## config.mk

```make
export PLATFORM = sky130hd
export DESIGN_NAME = pid_controller_fixed_period
export DESIGN_NICKNAME = d
export VERILOG_FILES = /design/src/rtl/pidfp_pkg.sv /design/src/rtl/pidfp_regs.sv /design/src/rtl/pidfp_smul.sv /design/src/rtl/pid_controller_fixed_period.sv
export SDC_FILE = /design/constraint.sdc
export NUM_CORES = 2
export LEC_CHECK = 0
export BUFFER_PORTS_ARGS = -buffer_cell sky130_fd_sc_hd__buf_4
export CAP_MARGIN = 20
export CORE_ASPECT_RATIO = 0.9
export CORE_MARGIN = 2
export CORE_UTILIZATION = 23
export DETAILED_ROUTE_END_ITERATION = 8
export PLACE_DENSITY = 0.47
export SYNTH_ARGS = -nofsm -noshare
export SYNTH_HDL_FRONTEND = slang
export SYNTH_SLANG_ARGS = --single-unit
```

## constraint.sdc

```tcl
create_clock -name i_clk -period 8.7 [get_ports i_clk]
set_input_delay 1.74 -clock i_clk [delete_from_list [all_inputs] [get_ports i_clk]]
set_output_delay 1.74 -clock i_clk [all_outputs]
set_load 0.05 [all_outputs]
```

## src/rtl/pidfp_pkg.sv

```systemverilog
package pidfp_pkg;

    localparam int DATA_WIDTH_DEF = 32;
    localparam int FRAC_BITS_DEF  = 16;
    localparam int SUM_WIDTH      = 48;
    localparam int WIDE           = 62;
    localparam int ACC_WIDTH      = WIDE + 2;
    localparam int PERIOD_WIDTH   = 16;
    localparam int PERIOD_FRAC    = 16;

    localparam int CFG_IDX_W = 3;
    localparam logic [CFG_IDX_W-1:0] REG_GAIN_P   = 3'd0;
    localparam logic [CFG_IDX_W-1:0] REG_GAIN_I   = 3'd1;
    localparam logic [CFG_IDX_W-1:0] REG_GAIN_D   = 3'd2;
    localparam logic [CFG_IDX_W-1:0] REG_SETPOINT = 3'd3;
    localparam logic [CFG_IDX_W-1:0] REG_PERIOD   = 3'd4;
    localparam logic [CFG_IDX_W-1:0] REG_INV_PER  = 3'd5;

    localparam logic [PERIOD_WIDTH-1:0] PERIOD_RST  = 16'd6554;
    localparam logic [PERIOD_WIDTH-1:0] INV_PER_RST = 16'd10;

    localparam int SHIFT_W = 2;
    localparam logic [SHIFT_W-1:0] SHIFT_NONE   = 2'd0;
    localparam logic [SHIFT_W-1:0] SHIFT_PERIOD = 2'd1;
    localparam logic [SHIFT_W-1:0] SHIFT_FRAC   = 2'd2;

    typedef struct packed {
        logic                start;
        logic [SHIFT_W-1:0]  shift;
    } t_mul_req;

endpackage

```

## src/rtl/pidfp_regs.sv

```systemverilog
module pidfp_regs #(
    parameter int DATA_WIDTH = pidfp_pkg::DATA_WIDTH_DEF,
    parameter int FRAC_BITS  = pidfp_pkg::FRAC_BITS_DEF
) (
    input  logic                                   i_clk,
    input  logic                                   i_rst_n,
    input  logic                                   i_we,
    input  logic [pidfp_pkg::CFG_IDX_W-1:0]        i_index,
    input  logic [DATA_WIDTH-1:0]                  i_data,
    output logic signed [DATA_WIDTH-1:0]           o_gain_p,
    output logic signed [DATA_WIDTH-1:0]           o_gain_i,
    output logic signed [DATA_WIDTH-1:0]           o_gain_d,
    output logic signed [DATA_WIDTH-1:0]           o_setpoint,
    output logic [pidfp_pkg::PERIOD_WIDTH-1:0]     o_period,
    output logic [pidfp_pkg::PERIOD_WIDTH-1:0]     o_inv_period
);

    localparam logic [DATA_WIDTH-1:0] GAIN_P_RST = {{(DATA_WIDTH-1){1'b0}}, 1'b1} << FRAC_BITS;

    always_ff @(posedge i_clk) begin
        if (!i_rst_n) begin
            o_gain_p     <= GAIN_P_RST;
            o_gain_i     <= '0;
            o_gain_d     <= '0;
            o_setpoint   <= '0;
            o_period     <= pidfp_pkg::PERIOD_RST;
            o_inv_period <= pidfp_pkg::INV_PER_RST;
        end else if (i_we) begin
            unique case (i_index)
                pidfp_pkg::REG_GAIN_P: begin
                    o_gain_p <= i_data;
                end
                pidfp_pkg::REG_GAIN_I: begin
                    o_gain_i <= i_data;
                end
                pidfp_pkg::REG_GAIN_D: begin
                    o_gain_d <= i_data;
                end
                pidfp_pkg::REG_SETPOINT: begin
                    o_setpoint <= i_data;
                end
                pidfp_pkg::REG_PERIOD: begin
                    o_period <= i_data[pidfp_pkg::PERIOD_WIDTH-1:0];
                end
                pidfp_pkg::REG_INV_PER: begin
                    o_inv_period <= i_data[pidfp_pkg::PERIOD_WIDTH-1:0];
                end
                default: begin
                end
            endcase
        end
    end

endmodule

```

## src/rtl/pidfp_smul.sv

```systemverilog
module pidfp_smul #(
    parameter int MW        = pidfp_pkg::DATA_WIDTH_DEF,
    parameter int FRAC_BITS = pidfp_pkg::FRAC_BITS_DEF
) (
    input  logic                                i_clk,
    input  logic                                i_rst_n,
    input  pidfp_pkg::t_mul_req                 i_req,
    input  logic signed [pidfp_pkg::WIDE-1:0]   i_a,
    input  logic signed [MW-1:0]                i_b,
    output logic                                o_done,
    output logic signed [pidfp_pkg::WIDE-1:0]   o_res
);

    localparam int AW = pidfp_pkg::WIDE;
    localparam int PW = AW + 1 + MW;
    localparam int CW = $clog2(MW);

    localparam logic [1:0] ST_IDLE = 2'd0;
    localparam logic [1:0] ST_RUN  = 2'd1;
    localparam logic [1:0] ST_FIN  = 2'd2;

    localparam logic signed [AW-1:0] RES_MAX = {1'b0, {(AW-1){1'b1}}};
    localparam logic signed [AW-1:0] RES_MIN = {1'b1, {(AW-1){1'b0}}};

    logic [1:0]                       r_state;
    logic signed [AW-1:0]             r_a;
    logic signed [AW:0]               r_hi;
    logic [MW-1:0]                    r_lo;
    logic [CW-1:0]                    r_cnt;
    logic [pidfp_pkg::SHIFT_W-1:0]    r_shift;

    logic                             last;
    logic signed [AW:0]               a_ext;
    logic signed [AW:0]               addend;
    logic signed [AW:0]               n_hi;
    logic signed [PW-1:0]             full;
    logic signed [PW-1:0]             shifted;
    logic                             in_range;
    logic signed [AW-1:0]             n_res;

    // The multiplier word enters one bit a cycle from the low end; its sign bit
    // carries negative weight, so the last step subtracts.
    always_comb begin
        last   = (r_cnt == CW'(MW - 1));
        a_ext  = (AW + 1)'(r_a);
        addend = '0;
        if (r_lo[0]) begin
            addend = last ? -a_ext : a_ext;
        end
        n_hi = r_hi + addend;

        full = {r_hi, r_lo};
        unique case (r_shift)
            pidfp_pkg::SHIFT_PERIOD: begin
                shifted = full >>> pidfp_pkg::PERIOD_FRAC;
            end
            pidfp_pkg::SHIFT_FRAC: begin
                shifted = full >>> FRAC_BITS;
            end
            default: begin
                shifted = full;
            end
        endcase
        in_range = (&shifted[PW-1:AW-1]) || !(|shifted[PW-1:AW-1]);
        if (in_range) begin
            n_res = shifted[AW-1:0];
        end else begin
            n_res = shifted[PW-1] ? RES_MIN : RES_MAX;
        end
    end

    always_ff @(posedge i_clk) begin
        if (!i_rst_n) begin
            r_state <= ST_IDLE;
            o_done  <= 1'b0;
        end else begin
            o_done <= 1'b0;
            unique case (r_state)
                ST_IDLE: begin
                    if (i_req.start) begin
                        r_state <= ST_RUN;
                    end
                end
                ST_RUN: begin
                    if (last) begin
                        r_state <= ST_FIN;
                    end
                end
                ST_FIN: begin
                    o_done  <= 1'b1;
                    r_state <= ST_IDLE;
                end
                default: begin
                    r_state <= ST_IDLE;
                end
            endcase
        end
    end

    always_ff @(posedge i_clk) begin
        unique case (r_state)
            ST_IDLE: begin
                r_a     <= i_a;
                r_hi    <= '0;
                r_lo    <= i_b;
                r_cnt   <= '0;
                r_shift <= i_req.shift;
            end
            ST_RUN: begin
                r_hi  <= {n_hi[AW], n_hi[AW:1]};
                r_lo  <= {n_hi[0], r_lo[MW-1:1]};
                r_cnt <= r_cnt + 1'b1;
            end
            ST_FIN: begin
                o_res <= n_res;
            end
            default: begin
            end
        endcase
    end

endmodule

```

## src/rtl/pid_controller_fixed_period.sv

```systemverilog
// Channel   Direction  Handshake                 Word
// input     in         i_valid / o_stall         i_measurement
// output    out        o_valid / i_stall         o_drive
// config    in         i_cfg_valid / o_cfg_ready i_cfg_index, i_cfg_data
//
// The bit-serial multiplier, MW = max(DATA_WIDTH, 17) bits wide, runs five products in
// turn for each measurement.
// Synchronous active-low reset clears the integral and the previous error and returns the registers to their defaults.
// o_stall is high while a measurement is in work; a result held by i_stall does not stop
// the next measurement, but its result then waits in S_DONE with o_stall high.
module pid_controller_fixed_period #(
    parameter int DATA_WIDTH = pidfp_pkg::DATA_WIDTH_DEF,
    parameter int FRAC_BITS  = pidfp_pkg::FRAC_BITS_DEF
) (
    input  logic                              i_clk,
    input  logic                              i_rst_n,
    input  logic                              i_valid,
    output logic                              o_stall,
    input  logic signed [DATA_WIDTH-1:0]      i_measurement,
    output logic                              o_valid,
    input  logic                              i_stall,
    output logic signed [DATA_WIDTH-1:0]      o_drive,
    input  logic                              i_cfg_valid,
    output logic                              o_cfg_ready,
    input  logic [pidfp_pkg::CFG_IDX_W-1:0]   i_cfg_index,
    input  logic [DATA_WIDTH-1:0]             i_cfg_data
);

    localparam int MW  = (DATA_WIDTH > pidfp_pkg::PERIOD_WIDTH) ? DATA_WIDTH
                                                                : pidfp_pkg::PERIOD_WIDTH + 1;
    localparam int DW1 = DATA_WIDTH + 1;
    localparam int SW  = pidfp_pkg::SUM_WIDTH;
    localparam int SW1 = SW + 1;
    localparam int WD  = pidfp_pkg::WIDE;
    localparam int AC  = pidfp_pkg::ACC_WIDTH;

    localparam logic signed [DATA_WIDTH-1:0] D_MAX = {1'b0, {(DATA_WIDTH-1){1'b1}}};
    localparam logic signed [DATA_WIDTH-1:0] D_MIN = {1'b1, {(DATA_WIDTH-1){1'b0}}};
    localparam logic signed [SW-1:0]         S_MAX = {1'b0, {(SW-1){1'b1}}};
    localparam logic signed [SW-1:0]         S_MIN = {1'b1, {(SW-1){1'b0}}};

    localparam logic [2:0] S_IDLE = 3'd0;
    localparam logic [2:0] S_ERR  = 3'd1;
    localparam logic [2:0] S_INC  = 3'd2;
    localparam logic [2:0] S_DER  = 3'd3;
    localparam logic [2:0] S_TP   = 3'd4;
    localparam logic [2:0] S_TI   = 3'd5;
    localparam logic [2:0] S_TD   = 3'd6;
    localparam logic [2:0] S_DONE = 3'd7;

    logic signed [DATA_WIDTH-1:0]           gain_p;
    logic signed [DATA_WIDTH-1:0]           gain_i;
    logic signed [DATA_WIDTH-1:0]           gain_d;
    logic signed [DATA_WIDTH-1:0]           setpoint;
    logic [pidfp_pkg::PERIOD_WIDTH-1:0]     period;
    logic [pidfp_pkg::PERIOD_WIDTH-1:0]     inv_period;

    logic [2:0]                             r_state;
    logic signed [DATA_WIDTH-1:0]           r_meas;
    logic signed [DATA_WIDTH-1:0]           r_err;
    logic signed [DATA_WIDTH-1:0]           r_last;
    logic signed [SW-1:0]                   r_sum;
    logic signed [WD-1:0]                   r_deriv;
    logic signed [AC-1:0]                   r_acc;
    logic                                   r_ovalid;
    logic signed [DATA_WIDTH-1:0]           r_drive;
    pidfp_pkg::t_mul_req                    r_req;
    logic signed [WD-1:0]                   r_mul_a;
    logic signed [MW-1:0]                   r_mul_b;

    logic                                   mul_done;
    logic signed [WD-1:0]                   mul_res;

    logic signed [DW1-1:0]                  err_diff;
    logic signed [DATA_WIDTH-1:0]           err_sat;
    logic signed [DW1-1:0]                  der_diff;
    logic signed [SW1-1:0]                  sum_wide;
    logic signed [SW-1:0]                   sum_sat;
    logic signed [AC-1:0]                   acc_next;
    logic signed [DATA_WIDTH-1:0]           drive_sat;
    logic                                   out_free;

    assign o_stall     = (r_state != S_IDLE);
    assign o_valid     = r_ovalid;
    assign o_drive     = r_drive;
    assign o_cfg_ready = 1'b1;
    assign out_free    = !r_ovalid || !i_stall;

    pidfp_regs #(
        .DATA_WIDTH (DATA_WIDTH),
        .FRAC_BITS  (FRAC_BITS)
    ) u_regs (
        .i_clk        (i_clk),
        .i_rst_n      (i_rst_n),
        .i_we         (i_cfg_valid && o_cfg_ready),
        .i_index      (i_cfg_index),
        .i_data       (i_cfg_data),
        .o_gain_p     (gain_p),
        .o_gain_i     (gain_i),
        .o_gain_d     (gain_d),
        .o_setpoint   (setpoint),
        .o_period     (period),
        .o_inv_period (inv_period)
    );

    pidfp_smul #(
        .MW        (MW),
        .FRAC_BITS (FRAC_BITS)
    ) u_smul (
        .i_clk   (i_clk),
        .i_rst_n (i_rst_n),
        .i_req   (r_req),
        .i_a     (r_mul_a),
        .i_b     (r_mul_b),
        .o_done  (mul_done),
        .o_res   (mul_res)
    );

    always_comb begin
        err_diff = DW1'(setpoint) - DW1'(r_meas);
        if (err_diff[DW1-1] != err_diff[DW1-2]) begin
            err_sat = err_diff[DW1-1] ? D_MIN : D_MAX;
        end else begin
            err_sat = err_diff[DATA_WIDTH-1:0];
        end

        der_diff = DW1'(r_err) - DW1'(r_last);

        // The integral step is never wider than the error, so its low bits hold it whole.
        sum_wide = SW1'(r_sum) + SW1'(mul_res);
        if (sum_wide[SW1-1] != sum_wide[SW1-2]) begin
            sum_sat = sum_wide[SW1-1] ? S_MIN : S_MAX;
        end else begin
            sum_sat = sum_wide[SW-1:0];
        end

        acc_next = r_acc + AC'(mul_res);
        if ((&r_acc[AC-1:DATA_WIDTH-1]) || !(|r_acc[AC-1:DATA_WIDTH-1])) begin
            drive_sat = r_acc[DATA_WIDTH-1:0];
        end else begin
            drive_sat = r_acc[AC-1] ? D_MIN : D_MAX;
        end
    end

    always_ff @(posedge i_clk) begin
        if (!i_rst_n) begin
            r_state     <= S_IDLE;
            r_ovalid    <= 1'b0;
            r_req.start <= 1'b0;
            r_last      <= '0;
            r_sum       <= '0;
        end else begin
            r_req.start <= 1'b0;
            if (r_ovalid && !i_stall && (r_state != S_DONE)) begin
                r_ovalid <= 1'b0;
            end
            unique case (r_state)
                S_IDLE: begin
                    if (i_valid) begin
                        r_state <= S_ERR;
                    end
                end
                S_ERR: begin
                    r_req.start <= 1'b1;
                    r_req.shift <= pidfp_pkg::SHIFT_PERIOD;
                    r_state     <= S_INC;
                end
                S_INC: begin
                    if (mul_done) begin
                        r_sum       <= sum_sat;
                        r_last      <= r_err;
                        r_req.start <= 1'b1;
                        r_req.shift <= pidfp_pkg::SHIFT_NONE;
                        r_state     <= S_DER;
                    end
                end
                S_DER: begin
                    if (mul_done) begin
                        r_req.start <= 1'b1;
                        r_req.shift <= pidfp_pkg::SHIFT_FRAC;
                        r_state     <= S_TP;
                    end
                end
                S_TP: begin
                    if (mul_done) begin
                        r_req.start <= 1'b1;
                        r_state     <= S_TI;
                    end
                end
                S_TI: begin
                    if (mul_done) begin
                        r_req.start <= 1'b1;
                        r_state     <= S_TD;
                    end
                end
                S_TD: begin
                    if (mul_done) begin
                        r_state <= S_DONE;
                    end
                end
                S_DONE: begin
                    if (out_free) begin
                        r_ovalid <= 1'b1;
                        r_state  <= S_IDLE;
                    end else if (r_ovalid && !i_stall) begin
                        r_ovalid <= 1'b0;
                    end
                end
                default: begin
                    r_state <= S_IDLE;
                end
            endcase
        end
    end

    always_ff @(posedge i_clk) begin
        unique case (r_state)
            S_IDLE: begin
                r_meas <= i_measurement;
            end
            S_ERR: begin
                r_err   <= err_sat;
                r_mul_a <= WD'(err_sat);
                r_mul_b <= MW'(period);
            end
            S_INC: begin
                r_mul_a <= WD'(der_diff);
                r_mul_b <= MW'(inv_period);
            end
            S_DER: begin
                r_deriv <= mul_res;
                r_mul_a <= WD'(r_err);
                r_mul_b <= MW'(gain_p);
            end
            S_TP: begin
                r_acc   <= AC'(mul_res);
                r_mul_a <= WD'(r_sum);
                r_mul_b <= MW'(gain_i);
            end
            S_TI: begin
                if (mul_done) begin
                    r_acc <= acc_next;
                end
                r_mul_a <= r_deriv;
                r_mul_b <= MW'(gain_d);
            end
            S_TD: begin
                if (mul_done) begin
                    r_acc <= acc_next;
                end
            end
            S_DONE: begin
                if (out_free) begin
                    r_drive <= drive_sat;
                end
            end
            default: begin
            end
        endcase
    end

endmodule

```

**Word level (Yosys, flattened, before mapping)**

Cells that the tools add are included.

- Register bits: 792
- Latch bits: 0
- RAM bits: 0
- Memory bits (read-only): 0
- Word-level logic and storage cells: 139
- Memories: 0

- Add/sub/neg operators: 7
- Multipliers: 0
- Divide/modulo/power cells: 0
- Magnitude comparators: 0
- Equality and inequality tests: 30
- Shifts and indexed selects: 0
- Multiplexer cells: 39
- Bitwise logic cells: 0
- Reduce and logical (&&, ||, !) cells: 36

Operator list:

| kind | count |
|---|---|
| 62-bit case mux with 5 select lines | 1 |
| 32-bit case mux with 5 select lines | 1 |
| 32-bit 2-to-1 mux | 4 |
| 64-bit case mux with 2 select lines | 1 |
| 63-bit 2-to-1 mux | 2 |
| 63-bit case mux with 2 select lines | 1 |
| 62-bit 2-to-1 mux | 2 |
| 48-bit 2-to-1 mux | 2 |
| 94-bit 2-to-1 mux | 1 |
| 32-bit by 32-bit subtractor with 33-bit output | 2 |
| 64-bit by 62-bit adder with 64-bit output | 1 |
| 64-bit 2-to-1 mux | 1 |
| 32-bit case mux with 2 select lines | 1 |
| 63-bit adder | 1 |
| 62-bit negator with 63-bit output | 1 |
| 48-bit by 49-bit adder with 49-bit output | 1 |
| 34-bit AND reduction | 1 |
| 34-bit OR reduction | 1 |
| 33-bit AND reduction | 1 |
| 33-bit OR reduction | 1 |
| 3-bit 2-to-1 mux | 9 |
| 3-bit case mux with 8 select lines | 1 |
| 2-bit AND reduction | 10 |
| 3-bit == test (second input constant) | 6 |
| 27 further kinds | 59 |

**Depth between registers and ports, before layout**

- Word-level depth: 7
- Mapped depth: 24
- Depth with buffers taken out: 23

**Hierarchy**

Synthesis repeated with hierarchy kept, for this count alone.

- Cells, all modules: 4,855
- Area total of the unflattened synthesis: 46,616.0 sq um

By module, submodules not included:

| module | times used | cells each | area an instance (sq um) | seq. area each (sq um) |
|---|---|---|---|---|
| pid_controller_fixed_period | 1 | 2,791 | 26,367.8 | 11,250.8 |
| pidfp_smul | 1 | 1,498 | 14,303.7 | 6,816.5 |
| pidfp_regs | 1 | 566 | 5,944.5 | 3,203.1 |

**Least setup slack after synthesis**

Ideal clock, no wire load.

- Path type: register -> register
- From: reg r_state[0]
- To: reg r_acc[0] (enable)
- Setup time: 0.584 ns
- Arrival: 5.450 ns
- Required time: 8.116 ns
- Setup slack: 2.666 ns
- Cell stages (with the launch flop): 6
- Period minus slack after synthesis: 6.034 ns
- Path through: dfxtp_1 > inv_1 > ha_1 > nor2_1 > nand2_1 > a21boi_0

- Word-level cells in the longest chain between the ends: 4
- Elaborated cells between the ends (all ways): 7
- Classes of those cells: 4 x eq/ne; 3 x reduce/logical

RTL lines:

| what | RTL line | RTL |
|---|---|---|
| start: declaration | pid_controller_fixed_period.sv:58 | `logic [2:0] r_state;` |
| start signal: assignment | pid_controller_fixed_period.sv:147 | `r_state <= S_IDLE;` |
| start signal: assignment | pid_controller_fixed_period.sv:160 | `r_state <= S_ERR;` |
| start signal: assignment | pid_controller_fixed_period.sv:166 | `r_state <= S_INC;` |
| 3-bit == test | pid_controller_fixed_period.sv:217 | `unique case (r_state)` |
| 2-bit OR reduction (no source line) | - |  |
| 2-bit by 1-bit != test with 1-bit output (no source line) / 2-bit nonzero test (equally long branches) | - |  |
| 2-bit AND reduction (no source line) (*) | - |  |
| end signal: assignment | pid_controller_fixed_period.sv:236 | `r_acc <= AC'(mul_res);` |
| end signal: assignment | pid_controller_fixed_period.sv:242 | `r_acc <= acc_next;` |
| end signal: assignment | pid_controller_fixed_period.sv:249 | `r_acc <= acc_next;` |
| end: declaration | pid_controller_fixed_period.sv:64 | `logic signed [AC-1:0] r_acc;` |

Mark *: on every way between the ends. The rest lies on a longest branch, timed or not.
A chain may end at the register's enable or synchronous reset.

**Worst setup path in the final report**

- From: reg u_smul.r_a[4]
- To: reg u_smul.r_hi[61], data pin

- Word-level cells in the longest chain between the ends: 5

RTL lines:

| what | RTL line | RTL |
|---|---|---|
| start: declaration | pidfp_smul.sv:26 | `logic signed [AW-1:0] r_a;` |
| start signal: assignment | pidfp_smul.sv:103 | `r_a <= i_a;` |
| 62-bit negator with 63-bit output | pidfp_smul.sv:48 | `addend = last ? -a_ext : a_ext;` |
| 63-bit 2-to-1 mux (*) | pidfp_smul.sv:48 |  |
| 63-bit 2-to-1 mux (*) | pidfp_smul.sv:47 | `if (r_lo[0]) begin` |
| 63-bit adder (*) | pidfp_smul.sv:50 | `n_hi = r_hi + addend;` |
| 63-bit case mux with 2 select lines (*) | pidfp_smul.sv:101 | `unique case (r_state)` |
| end signal: assignment | pidfp_smul.sv:110 | `r_hi <= {n_hi[AW], n_hi[AW:1]};` |
| end: declaration | pidfp_smul.sv:27 | `logic signed [AW:0] r_hi;` |

Marked as above.

==> metrics.log <==
INFO  metric run_status = finished, final reports clean
INFO  metric synth_top_cell_area_share = 0.360
INFO  metric p_total = between 0.01 and 0.015 W
INFO  metric h_tree_lvls = 3
INFO  metric fp-row-count = 154
INFO  metric worst_slew_pin_slew = around 1100 ps
INFO  metric critical_path.most_common_cell = a21oi_1
INFO  metric synth_nets = 5200
INFO  metric synth.distinct_cells = 94
INFO  metric tritoncts = yes
INFO  metric i_o_pins = 107
INFO  metric period_share = 0.709
INFO  metric detail_route.vias_per_cell = 4.84
INFO  metric drt_wl_total = between 100 and 150 mm
INFO  metric initial_antenna_violation_count = 6
INFO  metric worst_r2r_path_depth = 20
INFO  metric fin_util = 0.267
INFO  metric design.final.nets = around 5200
INFO  metric floorplan.die_area = between 200000 and 250000 µm²
INFO  metric async_flop_share = 0
INFO  metric synth_top_area_cell = edfxtp_1
INFO  metric post-cts-setup-buffer-count = 0
INFO  metric maxCapViolCount = 0
INFO  metric path_buf_inv = 0
INFO  metric synth_enable_flop_cells = approximately 540
INFO  metric fin_worst_skew = about 94 ps
INFO  metric synth_seq_area_share = 0.469
INFO  metric global_route_wire_length_before_repair = 223 mm
INFO  metric placeableCoreArea = approximately 200000 µm²
INFO  metric pre_cts_slack = between 2000 and 3000 ps
INFO  metric worst_hold_path_type = reg2reg
INFO  metric flow.area_growth_from_synthesis = 15.2%
INFO  metric final-hold-violation-count = 0
INFO  metric timing.setup.tns = 0 ps
INFO  metric worst_setup_path_startpoint = u_smul.r_a[4]
INFO  metric powerDensity = 282 nW/µm²
INFO  metric critPathMaxFanout = 7
INFO  metric postCtsHoldBufs = 0
INFO  metric drc_errors = 0
INFO  metric number_of_cells_on_the_critical_path = 20
INFO  metric r2r_slack = approximately 2500 ps
INFO  metric yosysMostFrequentCell = nand2_1
INFO  metric mappedNetlistArea = around 45000 µm²
INFO  metric synth_ff_type = edfxtp_1
INFO  metric ctsRootBufferMaster = clkbuf_16
INFO  metric numClockSinks = just under 800
INFO  metric die_width = roughly 470 µm
INFO  metric die_height = 425 µm
INFO  metric grt_pass1_vias = 34900
INFO  metric cp_data_required_time = 9260 ps
INFO  metric clkLatencyLatePin = around 760 ps
INFO  metric start_kind = flop
INFO  metric timing_max_transition_violations_final = 0
INFO  metric start_util = 0.232
INFO  metric yosys_register_bits = 791
INFO  metric syn_area_per_cell = between 9 and 10 µm²
INFO  metric finalWorstPathRequiredPeriod = between 6000 and 7000 ps
INFO  metric timing.critical_path.to_type = flop
INFO  metric rr_startpoint = u_smul.r_a[4]
INFO  metric worstReg2RegEnd = u_smul.r_hi[61]
INFO  metric dr_total_vias = ~36000
INFO  metric synthTopCellsByArea = edfxtp_1 36%, dfxtp_1 11%, nand2_1 7.9%
INFO  metric portBuffers = approximately 110
INFO  metric final_ant_viol_nets = 0
INFO  metric worst_path_class_setup = reg2reg
INFO  metric avgRoutedWirePerCell = 19.8 µm
INFO  metric timing.slew.headroom = 0.263
INFO  metric worstSetupEndpoint = u_smul.r_hi[61]
INFO  metric timing.critical_path.cells = nor4_1 -> nand3_1 -> or3_1 -> nand3b_4 -> nand2b_4 -> or3_4 -> or2_4 -> o31ai_4 -> a21oi_1 -> o21a_1 -> ha_1 -> a21oi_1 -> o21bai_1 -> a21oi_1 -> o31ai_1 -> a221o_1 -> a21o_1 -> a21oi_1 -> or4b_1 -> nand4_1
INFO  metric critical-path-top-delay-family = simple AND/OR/NAND/NOR gates
INFO  metric buffer_levels_on_the_longest_clock_path = 3
INFO  metric post_route_cells_drive_above_1_share = 0.0745
INFO  metric syn_inst = around 4900
INFO  metric rsz0062_at_grt = false
INFO  metric grt_start_max_net_pins = 130
INFO  metric cts-buffers-inserted = between 90 and 100
INFO  metric vdd_ir_drop_max = about 0.00026 V
INFO  metric worst_path_largest_cell_delay = roughly 580 ps
INFO  metric synth_warnings = 0
INFO  metric gp_congestion = approximately 0.87
INFO  metric postcts_resize_cnt = 0
INFO  metric post_route_setup_slack = around 2500 ps
INFO  metric fmaxAchievable = 0.162 GHz
INFO  metric ys_top_cells_by_count = 950 x nand2_1, 543 x edfxtp_1, 484 x a21oi_1, 248 x dfxtp_1, 246 x ha_1
INFO  metric report.final.setup_viol = 0
INFO  metric path_clk_slew = approximately 60 ps
INFO  metric dr.first_iter.drc_count = between 2000 and 3000
INFO  metric p_leak = about 19 nW
INFO  metric dpl.hpwl = between 100 and 150 mm
INFO  metric drt_pass_1_iters = 5
INFO  metric critPathArrivalTime = between 6000 and 7000 ps
INFO  metric dp_cells = 7340
INFO  metric cpMaxStageDelayCell = nor4_1
INFO  metric gr-usage-all-layers = 0.144
INFO  metric total_overflow_reported_by_the_global_router = 0
INFO  metric instances_no_fill = approximately 7500
power breakdown:
group / switching (W) / internal [W]
combinational: 0.00321 / 0.00149
sequential: 0.000578 / 0.00526
clock: 0.00175 / 0.00244
worst register-to-register path: stages, from the launching register on:
cell and delay (ps):
edfxtp_1 460, nor4_1 580, nand3_1 320, or3_1 550, nand3b_4 230, nand2b_4 170
or3_4 410, or2_4 290, o31ai_4 330, a21oi_1 110, o21a_1 200, ha_1 360
a21oi_1 320, o21bai_1 100, a21oi_1 180, o31ai_1 120, a221o_1 300, a21o_1 170
a21oi_1 220, or4b_1 480, nand4_1 110
cell families after synthesis:
| logic type | after synthesis | share of synthesized area |
|---|---|---|
| other | 1 | 0.0000827 |
| DFF | 791 | 0.469 |
| muxes | 11 | 0.00254 |
| and+or+nand+nor | 1645 | 0.162 |
| AOI/OAI and AO/OA | 1458 | 0.200 |
| buffers and inverters | 412 | 0.0343 |
| xor gates and xnor gates | 261 | 0.0509 |
| adders and majority gates | 298 | 0.0805 |
cells in the final DEF (no fill, tap or decap), drive strengths merged, types with 47 or more instances in the layout:
cell type and count:
nand2 950, edfxtp 543, a21oi 484, o21ai 296, dfxtp 248, ha 246, nor2 218, a21o 168
xnor2 163, inv 157, buf 147, clkbuf 120, a31oi 107, xor2 97, a22oi 95, nand3 85
and2 84, nand4 55, nor3 52, o21bai 49, maj3 47
how the worst min path moves through the flow:
stage	to	slack, ps	depth (start not counted)	start
3_5_place_dp	u_smul.r_a[32]	400	0	r_mul_a[32]
2_1_floorplan	u_smul.r_a[0]	400	0	r_mul_a[0]
5_1_grt	u_smul.r_a[47]	420	0	r_mul_a[47]
6_report	u_smul.r_a[32]	420	0	r_mul_a[32]
3_3_place_gp	u_smul.r_a[48]	410	0	r_mul_a[48]
4_1_cts	u_smul.r_a[32]	420	0	r_mul_a[32]
registers in the layout, summed over array words and instances, names as in the netlist, 48 cells and up:
signal,cells
r_acc,64
r_deriv,62
r_mul_a,62
u_smul.o_res,62
u_smul.r_a,62
u_smul.r_hi,62
r_sum,48
stage by stage:
| stage | area, µm² | hold slack (ps) |
|---|---|---|
| final | 52200 | 417 |
| after global routing | 52200 | 422 |
| after CTS | 52200 | 418 |
| after detailed placement | 48900 | 405 |
| after global placement | 48900 | 405 |
| after floorplan | 45300 | 400 |
layout make-up:
type / instances / area, µm²
Fill cell: 20900 / 144000
Multi-Input combinational cell: 3674 / 22700
Clock inverter: 52 / 774
Clock buffer: 119 / 2490
Tap cell: 2574 / 3220
Timing Repair Buffer: 148 / 1140
Inverter: 155 / 589
Sequential cell: 791 / 21300
Antenna cell: 2 / 5.00
layer usage:
layer / routed length, µm / track usage
met1: 69300 / 0.199
met2: 68400 / 0.235
met3: 7330 / 0.0225
met4: 3710 / 0.0373
met5: 11 / 0
Note: power is estimated with default switching activity, not from simulation.
